## src/hw/rtl/swcr_pkg.sv

```systemverilog
// Shared constants, types and tables of the scrolling waveform renderer.
package swcr_pkg;

  // Screen and field geometry
  localparam int SCREEN_COLUMNS = 128;
  localparam int HEAD_W         = $clog2(SCREEN_COLUMNS);
  localparam int COL_W          = 7;
  localparam int SAMPLE_W       = 16;
  localparam int PAGE_W         = 3;
  localparam int ROW_W          = 6;
  localparam int BYTE_W         = 8;
  localparam int MODE_W         = 3;
  localparam int SUM_W          = ((HEAD_W > COL_W) ? HEAD_W : COL_W) + 1;

  // Sample to row mapping
  localparam int SAT_W      = 12;
  localparam int SAMPLE_MAX = 4095;
  localparam int ROW_SHIFT  = 6;
  localparam logic [ROW_W-1:0] ROW_BOTTOM = 6'd63;

  // Test pattern constants
  localparam logic [BYTE_W-1:0] BYTE_ALL_ON  = 8'hFF;
  localparam logic [BYTE_W-1:0] BYTE_AA      = 8'hAA;
  localparam logic [BYTE_W-1:0] BYTE_55      = 8'h55;
  localparam logic [BYTE_W-1:0] BYTE_OFF     = 8'h00;
  localparam logic [ROW_W-1:0]  SQUARE_LOW   = 6'd16;
  localparam logic [ROW_W-1:0]  SQUARE_HIGH  = 6'd48;
  localparam int                SQUARE_BIT   = 5;
  localparam int                SINE_LEN     = 32;
  localparam int                SINE_W       = $clog2(SINE_LEN);

  localparam logic [ROW_W-1:0] SINE_ROWS [SINE_LEN] = '{
    6'd32, 6'd38, 6'd44, 6'd49, 6'd54, 6'd58, 6'd61, 6'd63,
    6'd63, 6'd61, 6'd58, 6'd54, 6'd49, 6'd44, 6'd38, 6'd32,
    6'd31, 6'd25, 6'd19, 6'd14, 6'd9,  6'd5,  6'd2,  6'd0,
    6'd0,  6'd2,  6'd5,  6'd9,  6'd14, 6'd19, 6'd25, 6'd31
  };

  // Queue sizing
  localparam int CMDQ_DEPTH = 4;
  localparam int CMDQ_PTR_W = $clog2(CMDQ_DEPTH);
  localparam int CMDQ_CNT_W = CMDQ_PTR_W + 1;
  localparam int OUTQ_DEPTH = 4;
  localparam int OUTQ_PTR_W = $clog2(OUTQ_DEPTH);
  localparam int OUTQ_CNT_W = OUTQ_PTR_W + 1;

  typedef enum logic {
    OP_PUSH = 1'b0,
    OP_READ = 1'b1
  } op_t;

  typedef enum logic [MODE_W-1:0] {
    MODE_WAVE   = 3'd0,
    MODE_ALL_ON = 3'd1,
    MODE_AA     = 3'd2,
    MODE_55     = 3'd3,
    MODE_ODD    = 3'd4,
    MODE_EVEN   = 3'd5,
    MODE_SINE   = 3'd6,
    MODE_SQUARE = 3'd7
  } mode_t;

  // Classified command passed from the front to the back
  typedef struct packed {
    op_t              op;
    logic [ROW_W-1:0] row;
    logic [PAGE_W-1:0] page;
    logic [COL_W-1:0] column;
  } cmd_t;

  // Byte of a page with rows top..bottom lit
  function automatic logic [BYTE_W-1:0] run_byte(input logic [PAGE_W-1:0] page,
                                                 input logic [ROW_W-1:0]  top,
                                                 input logic [ROW_W-1:0]  bottom);
    logic [BYTE_W-1:0] b;
    logic [ROW_W-1:0]  r;
    b = '0;
    for (int n = 0; n < BYTE_W; n++) begin
      r    = {page, 3'(n)};
      b[n] = (r >= top) && (r <= bottom);
    end
    return b;
  endfunction

endpackage

```

## src/hw/rtl/scrolling_waveform_column_renderer_top.sv

```systemverilog
// Top level of the scrolling waveform column renderer.
// Scrolling oscilloscope view for a 128x64 page-organized monochrome panel. Push
// an item with operation 0 to store a sample in the ring (only in wave mode,
// otherwise it is dropped); push an item with operation 1 to get one pixel byte
// for a page and column, which shows up on the result side. Accepted items pass
// through a four-entry command queue to the back end, which takes one command
// per cycle, so up to one item per cycle is sustained while results are popped.
// After a read leaves the queue, its byte passes the registered two-port ring
// read and is then rendered into the four-entry result queue, where it becomes
// visible; reads wait when that queue is full. Ring entries never written
// since reset read as the bottom row, with no clearing pass. The display mode
// register is always ready and must only be written while the block is idle.
module scrolling_waveform_column_renderer_top (
  input  logic                          clk,
  input  logic                          rst,
  input  logic                          push,
  output logic                          full,
  input  logic                          operation,
  input  logic [swcr_pkg::SAMPLE_W-1:0] sample,
  input  logic [swcr_pkg::PAGE_W-1:0]   page,
  input  logic [swcr_pkg::COL_W-1:0]    column,
  output logic                          empty,
  input  logic                          pop,
  output logic [swcr_pkg::BYTE_W-1:0]   pixel_byte,
  input  logic                          cfg_valid,
  output logic                          cfg_ready,
  input  logic [swcr_pkg::MODE_W-1:0]   cfg_data
);

  swcr_pkg::mode_t display_mode;
  swcr_pkg::cmd_t  wr_cmd;
  swcr_pkg::cmd_t  rd_cmd;
  logic            q_wr;
  logic            q_rd;
  logic            q_full;
  logic            q_empty;

  // Mode register
  assign cfg_ready = 1'b1;

  always_ff @(posedge clk) begin
    if (rst) begin
      display_mode <= swcr_pkg::MODE_WAVE;
    end else if (cfg_valid && cfg_ready) begin
      display_mode <= swcr_pkg::mode_t'(cfg_data);
    end
  end

  swcr_front u_front (
    .push      (push),
    .full      (full),
    .operation (operation),
    .sample    (sample),
    .page      (page),
    .column    (column),
    .mode      (display_mode),
    .q_full    (q_full),
    .q_wr      (q_wr),
    .q_cmd     (wr_cmd)
  );

  swcr_cmd_fifo u_cmd_fifo (
    .clk    (clk),
    .rst    (rst),
    .wr_en  (q_wr),
    .wr_cmd (wr_cmd),
    .full   (q_full),
    .rd_en  (q_rd),
    .rd_cmd (rd_cmd),
    .empty  (q_empty)
  );

  swcr_back u_back (
    .clk        (clk),
    .rst        (rst),
    .mode       (display_mode),
    .q_empty    (q_empty),
    .q_cmd      (rd_cmd),
    .q_rd       (q_rd),
    .pop        (pop),
    .empty      (empty),
    .pixel_byte (pixel_byte)
  );

endmodule

```

## src/hw/rtl/swcr_ram.sv

```systemverilog
// Generic RAM: one write port, two registered read ports.
module swcr_ram #(
  parameter int WIDTH = 8,
  parameter int DEPTH = 128
) (
  input  logic                     clk,
  input  logic                     we,
  input  logic [$clog2(DEPTH)-1:0] waddr,
  input  logic [WIDTH-1:0]         wdata,
  input  logic [$clog2(DEPTH)-1:0] raddr_a,
  input  logic [$clog2(DEPTH)-1:0] raddr_b,
  output logic [WIDTH-1:0]         rdata_a,
  output logic [WIDTH-1:0]         rdata_b
);

  logic [WIDTH-1:0] mem [DEPTH];

  always_ff @(posedge clk) begin
    if (we) begin
      mem[waddr] <= wdata;
    end
    rdata_a <= mem[raddr_a];
    rdata_b <= mem[raddr_b];
  end

endmodule

```

## src/hw/rtl/swcr_front.sv

```systemverilog
// Front end: input handshake, sample-to-row mapping and command classification.
module swcr_front (
  input  logic                          push,
  output logic                          full,
  input  logic                          operation,
  input  logic [swcr_pkg::SAMPLE_W-1:0] sample,
  input  logic [swcr_pkg::PAGE_W-1:0]   page,
  input  logic [swcr_pkg::COL_W-1:0]    column,
  input  swcr_pkg::mode_t               mode,
  input  logic                          q_full,
  output logic                          q_wr,
  output swcr_pkg::cmd_t                q_cmd
);

  logic [swcr_pkg::SAT_W-1:0] sat;
  logic                       is_read;

  assign full    = q_full;
  assign is_read = (swcr_pkg::op_t'(operation) == swcr_pkg::OP_READ);

  // Saturate the conversion result, then map the top bits to a screen row
  always_comb begin
    if (sample > swcr_pkg::SAMPLE_W'(swcr_pkg::SAMPLE_MAX)) begin
      sat = '1;
    end else begin
      sat = sample[swcr_pkg::SAT_W-1:0];
    end
  end

  always_comb begin
    q_cmd.op     = swcr_pkg::op_t'(operation);
    q_cmd.row    = swcr_pkg::ROW_BOTTOM - sat[swcr_pkg::SAT_W-1:swcr_pkg::ROW_SHIFT];
    q_cmd.page   = page;
    q_cmd.column = column;
  end

  // Pushes outside wave mode are dropped here and never reach the queue
  assign q_wr = push && !q_full && (is_read || (mode == swcr_pkg::MODE_WAVE));

endmodule

```

## src/hw/rtl/swcr_cmd_fifo.sv

```systemverilog
// Command queue between the front end and the back end.
module swcr_cmd_fifo (
  input  logic           clk,
  input  logic           rst,
  input  logic           wr_en,
  input  swcr_pkg::cmd_t wr_cmd,
  output logic           full,
  input  logic           rd_en,
  output swcr_pkg::cmd_t rd_cmd,
  output logic           empty
);

  swcr_pkg::cmd_t                  entries [swcr_pkg::CMDQ_DEPTH];
  logic [swcr_pkg::CMDQ_PTR_W-1:0] wr_ptr;
  logic [swcr_pkg::CMDQ_PTR_W-1:0] rd_ptr;
  logic [swcr_pkg::CMDQ_CNT_W-1:0] count;

  assign full   = (count == swcr_pkg::CMDQ_CNT_W'(swcr_pkg::CMDQ_DEPTH));
  assign empty  = (count == '0);
  assign rd_cmd = entries[rd_ptr];

  // Storage needs no reset
  always_ff @(posedge clk) begin
    if (wr_en) begin
      entries[wr_ptr] <= wr_cmd;
    end
  end

  // Pointers and fill level
  always_ff @(posedge clk) begin
    if (rst) begin
      wr_ptr <= '0;
      rd_ptr <= '0;
      count  <= '0;
    end else begin
      if (wr_en) begin
        wr_ptr <= wr_ptr + swcr_pkg::CMDQ_PTR_W'(1);
      end
      if (rd_en) begin
        rd_ptr <= rd_ptr + swcr_pkg::CMDQ_PTR_W'(1);
      end
      case ({wr_en, rd_en})
        2'b10:   count <= count + swcr_pkg::CMDQ_CNT_W'(1);
        2'b01:   count <= count - swcr_pkg::CMDQ_CNT_W'(1);
        default: count <= count;
      endcase
    end
  end

endmodule

```

## src/hw/rtl/swcr_back.sv

```systemverilog
// Back end: ring writes, two-tap ring reads, byte rendering and result queue.
module swcr_back (
  input  logic                        clk,
  input  logic                        rst,
  input  swcr_pkg::mode_t             mode,
  input  logic                        q_empty,
  input  swcr_pkg::cmd_t              q_cmd,
  output logic                        q_rd,
  input  logic                        pop,
  output logic                        empty,
  output logic [swcr_pkg::BYTE_W-1:0] pixel_byte
);

  // Ring state
  logic [swcr_pkg::HEAD_W-1:0]         head;
  logic [swcr_pkg::HEAD_W-1:0]         head_next;
  logic [swcr_pkg::SCREEN_COLUMNS-1:0] valid;

  // Issue stage
  logic                        room;
  logic                        issue;
  logic                        is_push;
  logic [swcr_pkg::COL_W-1:0]  col_prev;
  logic [swcr_pkg::HEAD_W-1:0] idx_a;
  logic [swcr_pkg::HEAD_W-1:0] idx_b;

  // Render stage
  logic                        sb_valid;
  logic [swcr_pkg::PAGE_W-1:0] sb_page;
  logic [swcr_pkg::COL_W-1:0]  sb_col;
  logic                        sb_va;
  logic                        sb_vb;
  logic [swcr_pkg::ROW_W-1:0]  rdata_a;
  logic [swcr_pkg::ROW_W-1:0]  rdata_b;
  logic [swcr_pkg::ROW_W-1:0]  row_a;
  logic [swcr_pkg::ROW_W-1:0]  row_b;
  logic [swcr_pkg::ROW_W-1:0]  top;
  logic [swcr_pkg::ROW_W-1:0]  bottom;
  logic [swcr_pkg::ROW_W-1:0]  pat_row;
  logic [swcr_pkg::BYTE_W-1:0] byte_out;

  // Result queue
  logic [swcr_pkg::BYTE_W-1:0]     out_mem [swcr_pkg::OUTQ_DEPTH];
  logic [swcr_pkg::OUTQ_PTR_W-1:0] out_wr_ptr;
  logic [swcr_pkg::OUTQ_PTR_W-1:0] out_rd_ptr;
  logic [swcr_pkg::OUTQ_CNT_W-1:0] out_count;
  logic                            out_pop;

  // Ring position of head + offset, wrapped once; out-of-range folds to 0
  function automatic logic [swcr_pkg::HEAD_W-1:0] ring_index(
      input logic [swcr_pkg::HEAD_W-1:0] base,
      input logic [swcr_pkg::COL_W-1:0]  offset);
    logic [swcr_pkg::SUM_W-1:0] s;
    s = swcr_pkg::SUM_W'(base) + swcr_pkg::SUM_W'(offset);
    if (s >= swcr_pkg::SUM_W'(swcr_pkg::SCREEN_COLUMNS)) begin
      s = s - swcr_pkg::SUM_W'(swcr_pkg::SCREEN_COLUMNS);
    end
    if (s >= swcr_pkg::SUM_W'(swcr_pkg::SCREEN_COLUMNS)) begin
      s = '0;
    end
    return s[swcr_pkg::HEAD_W-1:0];
  endfunction

  // Issue: pushes always go, reads only with a free result slot
  assign room    = (out_count + swcr_pkg::OUTQ_CNT_W'(sb_valid))
                   < swcr_pkg::OUTQ_CNT_W'(swcr_pkg::OUTQ_DEPTH);
  assign is_push = (q_cmd.op == swcr_pkg::OP_PUSH);
  assign issue   = !q_empty && (is_push || room);
  assign q_rd    = issue;

  // Left neighbor column; column 0 pairs with itself
  assign col_prev = (q_cmd.column == '0) ? q_cmd.column
                                         : q_cmd.column - swcr_pkg::COL_W'(1);
  assign idx_a    = ring_index(head, q_cmd.column);
  assign idx_b    = ring_index(head, col_prev);

  assign head_next = (head == swcr_pkg::HEAD_W'(swcr_pkg::SCREEN_COLUMNS - 1))
                     ? '0 : head + swcr_pkg::HEAD_W'(1);

  swcr_ram #(
    .WIDTH(swcr_pkg::ROW_W),
    .DEPTH(swcr_pkg::SCREEN_COLUMNS)
  ) u_ring (
    .clk     (clk),
    .we      (issue && is_push),
    .waddr   (head),
    .wdata   (q_cmd.row),
    .raddr_a (idx_a),
    .raddr_b (idx_b),
    .rdata_a (rdata_a),
    .rdata_b (rdata_b)
  );

  // Head and per-entry written flags
  always_ff @(posedge clk) begin
    if (rst) begin
      head  <= '0;
      valid <= '0;
    end else if (issue && is_push) begin
      head        <= head_next;
      valid[head] <= 1'b1;
    end
  end

  // Render stage control
  always_ff @(posedge clk) begin
    if (rst) begin
      sb_valid <= 1'b0;
    end else begin
      sb_valid <= issue && !is_push;
    end
  end

  // Render stage payload
  always_ff @(posedge clk) begin
    sb_page <= q_cmd.page;
    sb_col  <= q_cmd.column;
    sb_va   <= valid[idx_a];
    sb_vb   <= valid[idx_b];
  end

  // Unwritten entries sit on the bottom row
  assign row_a  = sb_va ? rdata_a : swcr_pkg::ROW_BOTTOM;
  assign row_b  = sb_vb ? rdata_b : swcr_pkg::ROW_BOTTOM;
  assign top    = (row_a < row_b) ? row_a : row_b;
  assign bottom = (row_a < row_b) ? row_b : row_a;

  assign pat_row = sb_col[swcr_pkg::SQUARE_BIT] ? swcr_pkg::SQUARE_HIGH
                                                : swcr_pkg::SQUARE_LOW;

  // Pattern select
  always_comb begin
    case (mode)
      swcr_pkg::MODE_WAVE:   byte_out = swcr_pkg::run_byte(sb_page, top, bottom);
      swcr_pkg::MODE_ALL_ON: byte_out = swcr_pkg::BYTE_ALL_ON;
      swcr_pkg::MODE_AA:     byte_out = swcr_pkg::BYTE_AA;
      swcr_pkg::MODE_55:     byte_out = swcr_pkg::BYTE_55;
      swcr_pkg::MODE_ODD:    byte_out = sb_col[0] ? swcr_pkg::BYTE_ALL_ON
                                                  : swcr_pkg::BYTE_OFF;
      swcr_pkg::MODE_EVEN:   byte_out = sb_col[0] ? swcr_pkg::BYTE_OFF
                                                  : swcr_pkg::BYTE_ALL_ON;
      swcr_pkg::MODE_SINE:   byte_out = swcr_pkg::run_byte(sb_page,
                               swcr_pkg::SINE_ROWS[sb_col[swcr_pkg::SINE_W-1:0]],
                               swcr_pkg::SINE_ROWS[sb_col[swcr_pkg::SINE_W-1:0]]);
      swcr_pkg::MODE_SQUARE: byte_out = swcr_pkg::run_byte(sb_page, pat_row, pat_row);
      default:               byte_out = swcr_pkg::BYTE_OFF;
    endcase
    // Columns past the screen edge are dark
    if ({1'b0, sb_col} >= (swcr_pkg::COL_W + 1)'(swcr_pkg::SCREEN_COLUMNS)) begin
      byte_out = swcr_pkg::BYTE_OFF;
    end
  end

  // Result queue
  assign empty      = (out_count == '0);
  assign pixel_byte = out_mem[out_rd_ptr];
  assign out_pop    = pop && !empty;

  always_ff @(posedge clk) begin
    if (sb_valid) begin
      out_mem[out_wr_ptr] <= byte_out;
    end
  end

  always_ff @(posedge clk) begin
    if (rst) begin
      out_wr_ptr <= '0;
      out_rd_ptr <= '0;
      out_count  <= '0;
    end else begin
      if (sb_valid) begin
        out_wr_ptr <= out_wr_ptr + swcr_pkg::OUTQ_PTR_W'(1);
      end
      if (out_pop) begin
        out_rd_ptr <= out_rd_ptr + swcr_pkg::OUTQ_PTR_W'(1);
      end
      case ({sb_valid, out_pop})
        2'b10:   out_count <= out_count + swcr_pkg::OUTQ_CNT_W'(1);
        2'b01:   out_count <= out_count - swcr_pkg::OUTQ_CNT_W'(1);
        default: out_count <= out_count;
      endcase
    end
  end

endmodule

```

## config.mk

```make
export PLATFORM = sky130hd
export DESIGN_NAME = scrolling_waveform_column_renderer_top
export DESIGN_NICKNAME = d
export VERILOG_FILES = /design/src/hw/rtl/swcr_pkg.sv /design/src/hw/rtl/scrolling_waveform_column_renderer_top.sv /design/src/hw/rtl/swcr_ram.sv /design/src/hw/rtl/swcr_front.sv /design/src/hw/rtl/swcr_cmd_fifo.sv /design/src/hw/rtl/swcr_back.sv
export SDC_FILE = /design/constraint.sdc
export NUM_CORES = 1
export LEC_CHECK = 0
export BUFFER_PORTS_ARGS = -buffer_cell sky130_fd_sc_hd__buf_4
export CORE_ASPECT_RATIO = 0.8
export CORE_MARGIN = 10
export CORE_UTILIZATION = 25
export DETAILED_ROUTE_END_ITERATION = 6
export GPL_ROUTABILITY_DRIVEN = 1
export PLACE_DENSITY = 0.47
export SLEW_MARGIN = 20
export SYNTH_ARGS = -nofsm -noshare
export SYNTH_HDL_FRONTEND = slang
export SYNTH_SLANG_ARGS = --single-unit
```

## constraint.sdc

```tcl
create_clock -name clk -period 8.4 [get_ports clk]
set_clock_uncertainty 0.1 [all_clocks]
set_input_delay 1.68 -clock clk [delete_from_list [all_inputs] [get_ports clk]]
set_output_delay 1.68 -clock clk [all_outputs]
set_load 0.02 [all_outputs]
```

# == Yosys cells after proc, flatten, opt, wreduce, memory -nomap -nowiden ==
# Memory sizes are Yosys's and may differ from the RTL's. A register that Yosys moved wholly into a read port is not among the register bits.
# Cells that the tools add are included.
# Widths: inputs -> output; s select.
# op_classes
add_sub_neg,16
order_cmp,60
n_eq_ne,13
n_mux,35
bitwise,3
reduce_logical,42
# op_table
op,n
$ge 6x6->1,24
$le 6x6->1,24
$or 128x128->128,1
$pmux 8 s8,1
$mux 6,7
$ge 8x8->1 const B,4
$mux 8,4
$logic_and 1x1->1,31
$mux 7,4
$lt 7x8->1 const B,3
$add 7x7->8,2
$gt 16x12->1 const B,1
$sub 8x8->8 const B,2
$eq 3x3->1 const B,5
$bmux 1 s7,2
$mux 12,1
$pmux 3 s2,2
$logic_not 3->1,3
$mux 1,9
$add 2x1->2 const B,4
$mux 2,4
$add 7x1->7 const B,1
$demux 1 s7,1
$eq 7x7->1 const B,1
other kinds (19),28
# word_totals
register_bits,164
ram_bits,868
mem_bits_ro,192
inputBits,35
out_inout_bits,11
word_cells,187
memories,4
# mem_list
memory,depth,width,rd,rd_ports_with_merged_regs,write_ports,line_no,source
u_back.u_ring.mem,128,6,2,2,1,swcr_ram.sv:16,logic [WIDTH-1:0] mem [DEPTH];
(name not given),32,6,1,0,0,swcr_back.sv:143,"swcr_pkg::SINE_ROWS[sb_col[swcr_pkg::SINE_W-1:0]],"
u_cmd_fifo.entries,4,17,1,1,1,swcr_cmd_fifo.sv:13,swcr_pkg::cmd_t entries [swcr_pkg::CMDQ_DEPTH];
u_back.out_mem,4,8,1,1,1,swcr_back.sv:43,logic [swcr_pkg::BYTE_W-1:0] out_mem [swcr_pkg::OUTQ_DEPTH];

# == Depth between registers and ports, before layout ==
# logic_depth
ltp_word,9
depth_mapped,21
depth_no_buf,17

# == Hierarchy ==
# From an unflattened synthesis, not the netlist that was laid out.
# unflattened
hier_cells,2783
area_unflattened_um2,49557.5
# modules_own_cells
module,instances,cells_per_inst,area_each_um2,seq_area_each_um2
swcr_ram,1,1591,36010.8,23302.3
swcr_back,1,1022,10333.7,4083.9
swcr_cmd_fifo,1,136,2926.6,2222.1
swcr_front,1,23,173.9,0.0
scrolling_waveform_column_renderer_top,1,11,112.6,60.1

# == Worst setup path after synthesis ==
# Ideal clock, no wire load.
# synth_timing
path_type,reg2reg
start,register (tool-made name)
end,"register u_back.u_ring.rdata_b[4], read port of u_back.u_ring.mem"
setup_time_ps,125
arrival_ps,4790
t_required_ps,8175
path_slack_ps,3385
stages_incl_launch_ff,21
path_buffers,6
period_less_slack_ps,5015
path_cell_list,dfxtp_1 > buf_4 > buf_2 > mux4_2 > inv_1 > ha_1 > nor4b_2 > nand2_1 > xnor2_1 > ha_1 > inv_1 > fa_1 > buf_2 > buf_4 > clkbuf_1 > clkbuf_1 > mux4_2 > mux2i_1 > mux2i_1 > a32oi_1 > a31oi_1
# synth_rtl
element,line_no,source
to (decl),swcr_ram.sv:13,output logic [WIDTH-1:0] rdata_b

==> results.md <==
- Most frequent cells in the layout: edfxtp_1 (868), mux4_2 (477), nor2_1 (448)
- Post-DRT Antenna Nets: 0
- # placed instances: 5,677
- Async set-reset flop share out of synthesis: 0%
- CTS tree: yes
- Primary FF master, synth: edfxtp_1
- I/O pins: 46
- Yosys reg bits: 1,048
- RD Place Congestion: 0.832
- Clk_lat worst skew: 0.75 ns
- Routed WL: 153 mm
- # port buffers: 38
- Fmax: 0.150 GHz
- Initial DRT Pass Iterations: 6
- Clock sink total: 1,048
- Status: finished clean
- Minimum hold slack: 0.386 ns
- Normalized max-slew margin: 22.5%
- DP HPWL: 98.4 mm
- CP endpoint kind: flip-flop
- Net count after synthesis: 3,217
- Avg Cell Area, Syn: 15.8 µm²
- Site row count: 145
- CP Max Fanout: 44
- Cts bufs inserted: 105
- Die area: 216,000 µm²
- WP buf/inv: 3
- Remaining DRCs: 0
- YS warnings: 0
- Mapped Cells: 3,131
- Commonest non-fill, non-tap cell in the layout: edfxtp_1
- Clock-pin transition on the worst setup and hold timing paths: 0.06 ns
- DR vias: 29,200
- Post-synth EDFFs: 868
- Mapped Area: 49,500 µm²
- R2R setup slack: 1.74 ns
- RSZ-0062 raised after global routing: false
- Crit Path Category: flip-flop to flip-flop
- H-tree Lvls: 3
- Final setup fails: 0
- Period utilisation layout: 79.2%
- DR vias/cell: 4.96
- Slowest CP cell: dfxtp_1
- Setup TNS: 0 ns
- CP top delay family: multiplexers
- Sequential-to-total area share from yosys stat: 60.0%
- Least-Margin Pin Slew: 1.16 ns
- Worst hold path class: flip-flop to flip-flop
- Vias in the first global route: 29,200
- CP most frequent cell: mux2i_1
- Count of final max-slew check failures: 0
- Hold Crit Start: u_back.valid[4]
- Arrival time worst endpoint: 7.21 ns
- Global-route wire length before repair: 217 mm
- Initial Util: 25.2%
- Layout area overhead: 13.9%
- NumNets Final: 3,224
- Max-cap violation count: 0
- Required time of the critical path: 8.96 ns
- Initial antenna violation count: 3
- Total GRT Usage: 13.7%
- Setup Buffers After CTS: 0
- Worst-case clock buffer depth: 3
- Resize count post-CTS: 0
- Grt total ovfl: 0
- Non-Filler Instances: 5,876
- Netlist cell types: 74
- Hold_buf cts: 0
- Proportion of layout cells with a drive suffix above 1: 24.8%
- Max stage delay on crit path: 0.78 ns
- Final worst path period need: 6.66 ns
- Largest net degree at the start of global routing: 95
- Core area: 196,000 µm²
- Cell Chain, Critical Path: buf_4, mux4_2, nor4b_2, nand2_1, xnor2_1, ha_4, inv_1, fa_4, nand2b_1, a21oi_1, xnor2_2, buf_4, mux2i_1, mux2i_1, mux2i_1, a211oi_1
- Chip Width: 517 µm
- Worst setup SP type: flip-flop
- Final Hold Fails: 0
- Clk root buf: clkbuf_16
- Die Height: 418 µm
- Average wire per standard cell: 26.0 µm
- Initial DRC count: 2,936
==> kinds of logic (layout without fill, tap and decap cells) <==
family	count (synthesis)	count (layout)	share of synthesized area, %
AO/OA/AOI/OAI	208	208	3.06
flip-flops	1048	1048	60.0
AND/OR/NAND/NOR	935	935	8.21
adder cells (fa/ha/maj)	51	51	1.35
XOR/XNOR	38	38	0.688
other	1	4	0.00758
buffers and inverters	240	336	2.15
multiplexers	610	610	24.6
==> area by class of cell <==
class	instances	area, µm²
timing repair buffer	102	945
clock inverter	45	440
sequential	1048	29700
multi-input combinational	1843	18900
fill	19600	140000
inverter	38	143
antenna	3	7.51
tap	2646	3310
clock buffer	151	2970
==> cells in the mapped netlist (5+ instances only) <==
master	n	area, µm²
or3_1	6	37.5
a21o_1	9	67.6
inv_1	38	143
xor2_1	17	149
nand2_1	249	935
o22a_1	5	43.8
and2_1	16	100
nand2_2	8	50.1
edfxtp_1	868	26100
and3_1	13	81.3
nor2b_1	12	75.1
mux2i_1	117	1170
xnor2_1	20	175
clkbuf_1	120	450
a21oi_1	37	185
buf_4	17	128
nor3_1	10	50.1
mux2_2	10	113
nand2b_1	12	75.1
buf_1	7	26.3
dfxtp_1	180	3600
o21a_1	7	52.6
nor2_1	453	1700
nand3_1	64	320
a32oi_1	66	578
mux4_2	483	10900
buf_2	54	270
a211oi_1	9	67.6
nand4_1	58	363
ha_1	47	588
o21ai_0	32	160
nor2_2	9	56.3
==> layer usage <==
metal	up-vias	global-route usage, %	wire (µm)
met1	15400	19.9	69500
met2	1062	20.1	66200
li1	12500	-	-
met5	-	0	0
met3	213	3.77	13100
met4	0	3.68	3990
==> worst reg2reg max path: cells and delay by family (launching register included) <==
family	cells	cell delay, ns
flip-flops	1	0.78
multiplexers	4	1.65
buffers and inverters	3	1.13
adder cells (fa/ha/maj)	2	0.66
AND/OR/NAND/NOR	3	0.87
XOR/XNOR	2	0.73
AO/OA/AOI/OAI	2	0.64
==> worst paths after layout <==
check	end	depth (start not counted)
max	u_back.u_ring.rdata_b[2]	16
min	u_back.valid[4]	2
max reg2reg	u_back.u_ring.rdata_b[2]	16
min reg2reg	u_back.valid[4]	2
==> flip-flops by register name, indices dropped and copies added (netlist names), named ones only <==
signal	flops
u_cmd_fifo.rd_ptr	2
u_back.out_rd_ptr	2
u_back.out_count	3
display_mode	3
u_cmd_fifo.count	3
u_back.sb_page	3
u_back.sb_col	6
u_back.head	7
u_cmd_fifo.entries	68
u_back.sb_va	1
u_back.out_mem	32
u_back.u_ring.mem	768
u_back.u_ring.rdata_a	6
u_back.out_wr_ptr	2
u_back.sb_valid	1
u_back.valid	128
u_cmd_fifo.wr_ptr	2
u_back.u_ring.rdata_b	6
u_back.sb_vb	1
==> through the flow <==
step                      utilization (%)  setup WS, ns  cell area [µm²]
after global routing                 28.7          1.38            56400
after CTS                            28.7          1.73            56400
final                                28.7          1.74            56400
after detailed placement             27.0          1.76            52900
after global placement               27.0          1.81            52900
after floorplan                         -          3.38            49500
Power is left out: the tool's default activity adds up to more than one toggle a clock period on the data nets, which glitch-free logic cannot reach.
